==> src/rtl/sparse_tube_pattern_sum_top_assert.svh <==
// Assertion macros for the sparse tube pattern sum block.
`ifndef SPARSE_TUBE_PATTERN_SUM_TOP_ASSERT_SVH
`define SPARSE_TUBE_PATTERN_SUM_TOP_ASSERT_SVH
`ifndef SYNTHESIS
`define STPS_ASSERT_NEXT(label, pre, post) \
  label: assert property (@(posedge clk) disable iff (rst) (pre) |=> (post)) \
    else $error("assertion failed");
`define STPS_ASSERT_NOW(label, pre, post) \
  label: assert property (@(posedge clk) disable iff (rst) (pre) |-> (post)) \
    else $error("assertion failed");
`else
`define STPS_ASSERT_NEXT(label, pre, post)
`define STPS_ASSERT_NOW(label, pre, post)
`endif
`endif

==> src/rtl/stps_pkg.sv <==
// ----------------------------------------------------------------------------
// stps_pkg
// Types, constants and codes shared by the sparse tube pattern sum block.
// ----------------------------------------------------------------------------
package stps_pkg;

  localparam int MaxEntries = 256;
  localparam int IdWidth    = 16;
  localparam int ValueWidth = 16;
  localparam int AddrWidth  = $clog2(MaxEntries);
  localparam int CountWidth = $clog2(MaxEntries + 1);
  // The command queue depth is a power of two so that its pointers wrap freely.
  localparam int QueueDepth     = 2;
  localparam int QueuePtrWidth  = $clog2(QueueDepth);
  localparam int QueueFillWidth = $clog2(QueueDepth + 1);

  typedef enum logic [1:0] {
    OP_CLEAR  = 2'd0,
    OP_APPEND = 2'd1,
    OP_PATTERN = 2'd2,
    OP_LOOKUP = 2'd3
  } op_t;

  typedef enum logic {
    REG_DEFAULT = 1'b0,
    REG_LIMIT   = 1'b1
  } reg_t;

  typedef struct packed {
    logic [1:0]         operation;
    logic [15:0]        element_id;
    logic signed [15:0] membership;
    logic               subtract;
    logic signed [31:0] base_sum;
    logic               last;
  } in_item_t;

  typedef struct packed {
    logic signed [31:0] result_value;
    logic               table_full;
    logic               insert_dropped;
  } out_item_t;

  // Classified command passed from the front part to the back part.
  typedef struct packed {
    op_t                   op;
    logic [IdWidth-1:0]    id;
    logic [ValueWidth-1:0] value;
    logic                  subtract;
    logic [31:0]           base_sum;
    logic                  last;
  } cmd_t;

endpackage

==> src/rtl/stps_front.sv <==
// ----------------------------------------------------------------------------
// stps_front
// Accepts input items, trims them into commands and queues them.
// ----------------------------------------------------------------------------
module stps_front (
  input  logic               clk,
  input  logic               rst,
  input  logic               in_valid,
  output logic               in_stall,
  input  stps_pkg::in_item_t in_item,
  output logic               cmd_valid,
  input  logic               cmd_take,
  output stps_pkg::cmd_t     cmd
);

  localparam int PW = stps_pkg::QueuePtrWidth;
  localparam int FW = stps_pkg::QueueFillWidth;

  stps_pkg::cmd_t q [stps_pkg::QueueDepth];
  logic [PW-1:0] wr_ptr;
  logic [PW-1:0] rd_ptr;
  logic [FW-1:0] fill;
  logic push;
  logic pop;
  stps_pkg::cmd_t incoming;

  assign in_stall  = (fill == FW'(stps_pkg::QueueDepth));
  assign push      = in_valid && !in_stall;
  assign cmd_valid = (fill != '0);
  assign pop       = cmd_valid && cmd_take;
  assign cmd       = q[rd_ptr];

  always_comb begin
    incoming.op       = stps_pkg::op_t'(in_item.operation);
    incoming.id       = in_item.element_id[stps_pkg::IdWidth-1:0];
    incoming.value    = in_item.membership[stps_pkg::ValueWidth-1:0];
    incoming.subtract = in_item.subtract;
    incoming.base_sum = in_item.base_sum;
    incoming.last     = in_item.last;
  end

  always_ff @(posedge clk) begin
    if (push) begin
      q[wr_ptr] <= incoming;
    end
    if (rst) begin
      wr_ptr <= '0;
      rd_ptr <= '0;
      fill   <= '0;
    end else begin
      if (push) wr_ptr <= wr_ptr + PW'(1);
      if (pop) rd_ptr <= rd_ptr + PW'(1);
      fill <= fill + FW'(push) - FW'(pop);
    end
  end

endmodule

==> config.mk <==
export PLATFORM = sky130hd
export DESIGN_NAME = stps_front
export DESIGN_NICKNAME = d
export VERILOG_FILES = /design/src/rtl/sparse_tube_pattern_sum_top_assert.svh /design/src/rtl/stps_pkg.sv /design/src/rtl/stps_front.sv
export SDC_FILE = /design/constraint.sdc
export NUM_CORES = 1
export LEC_CHECK = 0
export BUFFER_PORTS_ARGS = -buffer_cell sky130_fd_sc_hd__buf_2
export CAP_MARGIN = 40
export CORE_MARGIN = 4
export CORE_UTILIZATION = 56
export CTS_CLUSTER_DIAMETER = 30
export DETAILED_ROUTE_END_ITERATION = 8
export PLACE_DENSITY = 0.84
export SLEW_MARGIN = 20
export SYNTH_ARGS = -nofsm -noshare
export SYNTH_HDL_FRONTEND = slang
export SYNTH_SLANG_ARGS = --single-unit
==> constraint.sdc <==
create_clock -name clk -period 4.4 [get_ports clk]
set_input_delay 0.66 -clock clk [delete_from_list [all_inputs] [get_ports clk]]
set_output_delay 0.66 -clock clk [all_outputs]
set_load 0.05 [all_outputs]
==> metrics.cfg, run 1 <==
[critical_path]
cp.required_ns=3.74
setup.worst_path.start_class=register
r2r-start=fill[0]
r2r_cells=6
path_class=register to primary output
cpPeakStageDelay_ns=0.74
reg2reg_to=q[0][57]
endpoint_kind=primary output
cp_cell_sequence=buf_12 > mux2_2 > buf_2
cp_max_fo=37
crit_slowest_cell=dfxtp_4
r2r_slack_ns=2.41
cp_data_arrival_time_ns=2.15

[pwr]
swShare_pct=36.8
seqPwrFrac_pct=37.4
pwr-share-clk_pct=28.3
p_leak_nw=2.57
power_mw=4.87
p_comb_share_pct=34.3
ir_drop_mv=0.517
internal-power_mw=3.08
switchingPower_mw=1.79
powerDensity_nw_per_um2=732

[floorplanning]
coreArea_um2=9150
dieArea_um2=11000
floorplan.rows=35
fp.dieW_um=105
io_pins=142
die_h_um=105
initial_core_util_pct=57.2

[clocking]
postCtsSetupRepairBufs=0
ctsHoldBuffers=0
cts_resized=0
clock-sinks=141
clkTransAtPathRegs_ns=0.06
tritoncts=built
htreeDepth=4
cts_buffers=17
clk_latency_ns=0.49
cts_root_buf=clkbuf_8
cts_max_path_buffers=2

[sta]
rsz0062_at_grt=false
drv_slew=0
fmax_mhz=356
tightest_slew_ns=0.596
setup_viol=0
finalCritPeriodShare_pct=63.9
finalSetupTns_ns=0
finClkSkew_ns=0.00641
maxSlewHeadroom_pct=60.3
period_needed_ns=2.81
final-hold-violation-count=0

[detailed_routing]
wl_um=9260
drc=0
antenna_left=0
viasPerCell=5.14
first_pass_iters=5
routedWlPerCell_um=17.9
vias=2655
drt_iter0_markers=142

[grt]
busiest_layer=met2
grt_pass1_vias=2908
grtUsageMet1_pct=19.9
met2_usage_pct=30.2
grt_pass1_wl_um=14600
use_met3_pct=6.55
grtUsageTotal_pct=17.3
grt_max_degree=38
overflow=0
grt_antenna_before_repair=0

[cells_and_area]
seq_area_um2=4190
layout-drive-gt1-share_pct=61.3
multiInputGateArea_um2=966
nNetsFinal=469
areaGrowthSynthToFinish_pct=27.4
antenna_cells=0
fill_cells=558
final_cell_area_um2=6660

[synthesis]
yosysSeqAreaShare_pct=80.0
synth_area_um2=5230
netlist_instances=239
synth-seq-cells=141
ys_warn_count=0
synth_fp_nets=313
yosysUniqueCellTypes=24
avgSynthCellArea_um2=21.9

[place]
portBuffers=141
gp_congestion=0.659
place_area_um2=6080
dpl.hpwl_um=6030

[status]
status=completed

[hold_path]
min_path_cells=1
whs_endpoint=q[1][33]
min-delay-start=in_item[33]
hp-class=input pin to register

[run]
drv_cap=0

==> flip-flops by register name, summed over array words and instances, names as in the netlist, named ones only <==
register and count:
q 136, fill 2, rd_ptr 1, wr_ptr 1
==> cells by family (layout without fill, tap and decap cells) <==
logic type | count (synthesis) | count (layout) | synth area share, %
buf+inv | 12 | 179 | 1.67
flops | 141 | 141 | 80.0
xor+xnor | 2 | 2 | 0.335
mux | 68 | 68 | 16.1
compound gates | 3 | 3 | 0.335
simple gates | 11 | 11 | 1.15
fa+ha+maj | 2 | 2 | 0.478
==> worst max-delay path, delay by kind of cell, from the launching register on <==
kind	cells	cell delay (ns)
DFF	1	0.74
buffers and inverters	2	0.51
muxes	1	0.39
==> through the flow <==
step / hold slack [ns] / worst slack [ns] / utilization, % / cells
6_report: 0.351 / 1.59 / 72.8 / 517
2_1_floorplan: 0.452 / 1.60 / - / 239
4_1_cts: 0.322 / 1.53 / 72.8 / 517
3_5_place_dp: 0.490 / 2.09 / 66.4 / 487
5_1_grt: 0.321 / 1.49 / 72.8 / 517
3_3_place_gp: 0.472 / 2.05 / 65.8 / 484
==> cell usage in the layout (no fill, tap or decap), types with 2 or more instances in the layout <==
master,instances
ha_1,2
inv_1,2
clkbuf_16,16
dfxtp_1,4
inv_6,2
edfxtp_1,136
buf_2,141
buf_12,3
clkinv_4,3
mux2_4,20
inv_2,2
clkinvlp_4,4
bufinv_16,3
nor2_1,3
mux2_2,48
==> layer usage <==
layer / vias to the layer above / share of wire (%)
met5: - / 0
met2: 108 / 53
met1: 1293 / 39
met3: 4 / 7.7
met4: 0 / 0.48
li1: 1250 / -
==> final cells by class <==
type | count | area share, %
tap | 111 | 2.08
timing repair buffer | 145 | 11.6
inverter | 4 | 0.225
clock inverter | 13 | 2.53
sequential | 141 | 62.8
clock buffer | 17 | 6.21
multi-input combinational | 86 | 14.5
==> synthesized netlist by cell type <==
master	instances	area, um2
edfxtp_1	136	4080
mux2_2	48	541
mux2_4	20	300
dfxtp_1	5	100
buf_2	4	20.0
inv_1	3	11.3
nor2_1	3	11.3
buf_6	2	22.5
buf_8	2	30.0
ha_1	2	25.0
a21oi_1	1	5.00
and2_1	1	6.26
and3_1	1	6.26
inv_2	1	3.75
nand2_1	1	3.75
nand2b_2	1	8.76
nor2b_1	1	6.26
nor3_1	1	5.00
o21a_1	1	7.51
o21ai_0	1	5.00
or2_2	1	6.26
or3_1	1	6.26
xnor2_1	1	8.76
xor2_1	1	8.76
==> power by group through the flow <==
stage,Combinational [mW],Sequential [mW],Clock [mW]
finish,1.67,1.82,1.38
global route,1.75,1.85,1.47
CTS,1.69,1.83,1.41
detailed placement,1.68,1.86,0
global placement,1.59,1.89,0
floorplan,1.41,1.78,0
==> how the worst max path moves through the flow <==
stage | depth (start not counted) | to | startpoint
finish | 3 | cmd[12] | register
global route | 3 | cmd[12] | register
CTS | 3 | cmd[12] | register
detailed placement | 3 | cmd[34] | register
global placement | 2 | cmd[24] | register
floorplan | 3 | q[0][0] | in_valid
Note: power is estimated with default switching activity, not from simulation.
==> run 2, diff against run 1 <==
ABC_AREA = 1   (was default)
CORE_UTILIZATION = 52   (was 56)
PLACE_DENSITY = 0.79   (was 0.84)
clock period = 2.9 ns   (was 4.4 ns; I/O delays follow)
==> run 2 against run 1 <==
Effect of this change: cell count grew 7.2%; routed wire length decreased by 2.4%; flip-flop and latch count did not move; synthesized cell count rose by 5.0%; global-route usage is 1.3 points lower; area after synthesis is 0.31% higher; first-iteration DRC count is 20% lower; combinational power increased by 35%; clock power increased by 58%; via count is 1.7% higher; hold slack worse by 0.25 ns; critical endpoint is now cmd[56]; highest routed layer unchanged.
==> metrics.cfg, run 2 <==
[status]
status=completed

[critical_path]
crit_slowest_cell=dfxtp_4
r2r_cells=10  ; +4
cp_data_arrival_time_ns=2.03  ; -0.12 ns
endpoint_kind=primary output
cp.required_ns=2.47  ; -1.27 ns
path_depth=3  ; unchanged
setup.worst_path.start_class=register
cp_cell_sequence=buf_4 > mux2_2 > buf_2
cp_max_fo=31  ; -16%
r2r-start=fill[0]
crit_end=cmd[56]
cpPeakStageDelay_ns=0.64  ; -0.10 ns
critPathBufInv=2  ; unchanged
path_class=register to primary output
r2r_slack_ns=1.26  ; -1.15 ns
critPathTopFamily=flip-flops
reg2reg_to=fill[1]

[detailed_routing]
routedWlPerCell_um=16.3  ; -8.9%
drc=0  ; unchanged
vias=2699  ; +1.7%
antenna_left=0  ; unchanged
drt_iter0_markers=114  ; -20%
first_pass_iters=4  ; -1
viasPerCell=4.87  ; -5.1%
wl_um=9030  ; -2.4%

[place]
gp_congestion=0.704  ; +6.8%
dpl.hpwl_um=5880  ; -2.5%
place_area_um2=6130  ; +0.76%
portBuffers=141  ; unchanged
dp_cells=521  ; +7.0%

[synthesis]
post-synth-top-count-cell=edfxtp_1
ys_warn_count=0  ; unchanged
synth_area_um2=5250  ; +0.31%
netlist.area_leader.share_pct=77.8  ; -0.24 points
yosysSeqAreaShare_pct=79.7  ; -0.25 points
synth_edf_count=136  ; unchanged
synth-seq-cells=141  ; unchanged
synthTopCellsByCount=136 x edfxtp_1, 48 x mux2_2, 20 x mux2_4, 10 x inv_1, 9 x nor2_1
yosys.area.top_type=edfxtp_1
synth_mux_area_share_pct=16.0  ; -0.050 points
synthTopCellsByArea=edfxtp_1 78%, mux2_2 10%, mux2_4 5.7%
avgSynthCellArea_um2=20.9  ; -4.5%
synthSimpleGateAreaFrac_pct=1.50  ; +0.35 points
synth_compound_area_share_pct=0.191  ; -0.14 points
synthArstFlopShare_pct=0  ; unchanged
synth_top_family_by_area=multiplexers
netlist_instances=251  ; +5.0%
synthAdderAreaFrac_pct=0.477  ; -0.0015 points
synth_fp_nets=325  ; +3.8%
synth-xor-area-share_pct=0  ; -0.33 points
synth_ff_type=edfxtp_1
yosysUniqueCellTypes=13  ; -46%

[cells_and_area]
final_cell_area_um2=6740  ; +1.1%
regMostFlops=q
largest_reg_flops=136  ; unchanged
final_cell_mix=141 x buf_2, 136 x edfxtp_1, 48 x mux2_2, 20 x mux2_4, 16 x clkbuf_16
layout-drive-gt1-share_pct=58.6  ; -2.8 points
final_common_cell=buf_2
fin_cells=554  ; +7.2%
nNetsFinal=481  ; +2.6%
reg_top3=q x136, fill x2
areaGrowthSynthToFinish_pct=28.4

[sta]
period_needed_ns=2.46
drv_slew=0  ; unchanged
maxSlewHeadroom_pct=69.8  ; +9.5 points
final-hold-violation-count=0  ; unchanged
tightest_slew_ns=0.454  ; -0.143 ns
fmax_mhz=406
finalCritPeriodShare_pct=85.0
finClkSkew_ns=0.00400  ; -0.00241 ns
finalSetupTns_ns=0  ; unchanged
rsz0062_at_grt=false
setup_viol=0  ; unchanged

[pwr]
powerDensity_nw_per_um2=1060  ; +45%
p_leak_nw=2.61  ; +1.5%
ir_drop_mv=0.844  ; +63%
power_mw=7.15  ; +47%

[clocking]
postCtsSetupRepairBufs=0  ; unchanged
clock-sinks=141  ; unchanged
clk_latency_ns=0.50  ; about the same
tritoncts=built
ctsHoldBuffers=0  ; unchanged
htreeDepth=4  ; unchanged
cts_buffers=17  ; unchanged
cts_max_path_buffers=2  ; unchanged
cts_root_buf=clkbuf_8
cts_resized=0  ; unchanged
clkTransAtPathRegs_ns=0.06  ; about the same

[grt]
grt_pass1_wl_um=13700  ; -6.1%
grt_antenna_before_repair=0  ; unchanged
overflow=0  ; unchanged
grt_max_degree=69  ; +82%
grtUsageTotal_pct=15.9  ; -1.3 points
grt_pass1_vias=2802  ; -3.6%

[floorplanning]
die_h_um=108  ; +3.6%
initial_core_util_pct=53.5  ; -3.7 points
floorplan.rows=36  ; +2.9%
coreArea_um2=9820  ; +7.3%
dieArea_um2=11800  ; +7.4%
fp.dieW_um=108  ; +3.6%
io_pins=142  ; unchanged

[hold_path]
min_path_cells=2  ; +1
hp-class=input pin to register

[run]
drv_cap=0  ; unchanged

==> run 2: final cells by class <==
| type | instances | area, um2 |
|---|---|---|
| multi-input combinational | 92 | 962 |
| antenna | 1 | 2.50 |
| inverter | 10 | 37.5 |
| sequential | 141 | 4190 |
| clock buffer | 18 | 418 |
| timing repair buffer | 145 | 773 |
| clock inverter | 14 | 193 |
| fill | 687 | 3080 |
| tap | 133 | 166 |
==> run 2: how the worst min path moves through the flow <==
stage                     start        to  slack [ns]
finish                      rst   fill[0]         0.1
detailed placement       rd_ptr    rd_ptr        0.51
floorplan                rd_ptr  register        0.47
CTS                         rst   fill[0]        0.07
global placement         rd_ptr    rd_ptr        0.49
global route        in_item[13]  q[0][13]        0.08
==> run 2: cells by family (layout without fill, tap and decap cells) <==
logic type                 after synthesis  count (layout)
adders and majority gates                2               2
muxes                                   68              68
AOI/OAI and AO/OA                        2               2
DFF                                    141             141
and+or+nand+nor                         20              20
other                                    0               1
buffers and inverters                   18             187
==> run 2: per-layer routing <==
metal	up-vias	wire length, um	track usage, %
li1	1285	-	-
met1	1310	3540	18.8
met2	92	4630	25.6
met3	12	724	6.57
met4	0	138	7.12
met5	-	0	0
==> run 2: stage by stage <==
stage | hold slack (ns) | utilization, % | setup slack [ns]
global placement | 0.489 | 62.4 | 0.950
floorplan | 0.467 | - | 0.143
detailed placement | 0.506 | 62.4 | 0.925
CTS | 0.0684 | 68.6 | 0.373
global route | 0.0822 | 68.6 | 0.326
finish | 0.100 | 68.6 | 0.436
==> run 2: power by group <==
| part | leakage [nW] | switching (mW) | total (mW) | internal (mW) |
|---|---|---|---|---|
| combinational | 1.02 | 1.60 | 2.25 | 0.658 |
| clock | 0.281 | 0.781 | 2.18 | 1.40 |
| sequential | 1.31 | 0.126 | 2.71 | 2.59 |
| total | 2.61 | 2.50 | 7.15 | 4.64 |
==> run 3, diff against run 2 <==
CORE_UTILIZATION = 47   (was 52)
PLACE_DENSITY = 0.76   (was 0.79)
clock period = 2.25 ns   (was 2.9 ns; I/O delays follow)
==> run 3 against run 2 <==
Effect of this change: combinational power rose by 37%; non-clock buffer count up 66; largest cell class unchanged; utilization fell by 1.5 points; die area is 9.8% higher; clock-buffer cell count up 2; cell count is 13% higher.
==> metrics.cfg, run 3 (same netlist as run 2, synthesis figures left out) <==
[place]
dp_cells=530  ; +1.7%
dpl.hpwl_um=6140  ; +4.5%
place_area_um2=6130  ; about the same
gp_congestion=0.771  ; +9.4%
portBuffers=141  ; unchanged

[sta]
setup_viol=0  ; unchanged
tightest_slew_ns=0.476  ; +0.0229 ns
finClkSkew_ns=0.00753  ; +0.00353 ns
finalCritPeriodShare_pct=94.8
period_needed_ns=2.13
fmax_mhz=469
drv_slew=0  ; unchanged
rsz0062_at_grt=false
maxSlewHeadroom_pct=68.2  ; -1.5 points
final-hold-violation-count=0  ; unchanged
finalSetupTns_ns=0  ; unchanged

[hold_path]
hp-class=input pin to register
min-delay-start=in_item[50]

[clocking]
cts_max_path_buffers=2  ; unchanged
cts_root_buf=clkbuf_8
htreeDepth=4  ; unchanged
clock-sinks=141  ; unchanged
clkTransAtPathRegs_ns=0.07  ; about the same
clk_latency_ns=0.51  ; about the same
tritoncts=built
cts_buffers=17  ; unchanged

[detailed_routing]
routedWlPerCell_um=16.5  ; +1.0%
first_pass_iters=4  ; unchanged
viasPerCell=4.75  ; -2.5%
drc=0  ; unchanged
antenna_left=0  ; unchanged
wl_um=10300  ; +14%
drt_iter0_markers=103  ; -9.6%
vias=2973  ; +10%

[cells_and_area]
areaGrowthSynthToFinish_pct=39.4
fin_cells=626  ; +13%
final_cell_area_um2=7320  ; +8.5%
largest_reg_flops=136  ; unchanged
nNetsFinal=547  ; +14%
final_common_cell=buf_2
reg_top3=q x136, fill x2
antenna_cells=0  ; -1
regMostFlops=q
final_cell_mix=141 x buf_2, 136 x edfxtp_1, 64 x dlygate4sd3_1, 48 x mux2_2, 20 x mux2_4
layout-drive-gt1-share_pct=50.8  ; -7.7 points

[grt]
grt_antenna_before_repair=0  ; unchanged
grtUsageTotal_pct=16.7  ; +0.73 points
overflow=0  ; unchanged
grt_pass1_vias=3356  ; +20%
grt_max_degree=36  ; -48%
grt_pass1_wl_um=16300  ; +19%

[critical_path]
path_class=register to primary output
cp_cell_sequence=buf_6 > mux2_2 > buf_2
r2r-start=fill[0]
cp.required_ns=1.91  ; -0.56 ns
crit_slowest_cell=mux2_2
cpPeakStageDelay_ns=0.40  ; -0.24 ns
endpoint_kind=primary output
cp_max_fo=33  ; +6.5%
cp_data_arrival_time_ns=1.80  ; -0.23 ns
r2r_slack_ns=0.57  ; -0.69 ns
setup.worst_path.start_class=register

[pwr]
power_mw=9.03  ; +26%
powerDensity_nw_per_um2=1230  ; +16%
ir_drop_mv=0.826  ; -2.0%
p_leak_nw=2.84  ; +8.9%

[floorplanning]
fp.dieW_um=114  ; +4.8%
die_h_um=114  ; +4.8%
dieArea_um2=12900  ; +9.8%
io_pins=142  ; unchanged
initial_core_util_pct=48.2  ; -5.2 points
floorplan.rows=38  ; +5.6%
coreArea_um2=10900  ; +11%

[run]
drv_cap=0  ; unchanged

[status]
status=completed

==> run 3: repair_timing <==
| action | CTS | global route |
|---|---|---|
| setup buffers | 0 | 0 |
| gates resized for setup | 1 | 0 |
| hold buffers | 58 | 6 |
| endpoints found under the setup margin | 18 | 0 |
| hold endpoints to repair | 114 | 11 |
==> run 3: area by class of cell <==
class	count	area, um2
flip-flops and latches	141	4190
fillers	771	3570
repair buffers	211	1410
multi-input cells	92	962
clock buffers	20	425
well taps	140	175
clock inverters	12	116
inverters	10	41.3
==> run 3: worst max-delay path, delay by kind of cell, from the launching register on <==
family / cells / cell delay [ns]
buf+inv: 2 / 0.52
flops: 1 / 0.36
mux: 1 / 0.40
==> run 3: layer usage <==
layer  vias to the layer above  GRT usage [%]  routed length, um  share of wire (%)
li1                       1409              -                  -                  -
met1                      1450           18.2               3840                 37
met2                       101           30.2               5630                 55
met3                        13           5.68                725                7.0
met4                         0           5.85                110                1.1
met5                         -              0                  0                  0
==> run 3: power breakdown <==
| part | total [mW] | internal, mW | leakage (nW) | switching, mW |
|---|---|---|---|---|
| logic | 3.08 | 0.915 | 1.28 | 2.16 |
| registers | 3.44 | 3.34 | 1.31 | 0.103 |
| clock network | 2.51 | 1.47 | 0.248 | 1.04 |
==> run 3: path summary, 6_finish.rpt <==
kind,endpoint,depth (start not counted)
worst max-delay path,cmd[58],3
worst min register to register,rd_ptr,2
worst max register to register,fill[1],10
worst min-delay path,q[1][50],1
==> run 3: per-stage QoR <==
stage,util (%),setup WS [ns],hold WS [ns]
global placement,56.3,0.536,0.490
floorplan,-,0.239,0.409
detailed placement,56.3,0.540,0.504
CTS,66.6,0.0800,0.0000434
finish,67.2,0.116,0.0337
global route,67.2,0.0340,0.00245
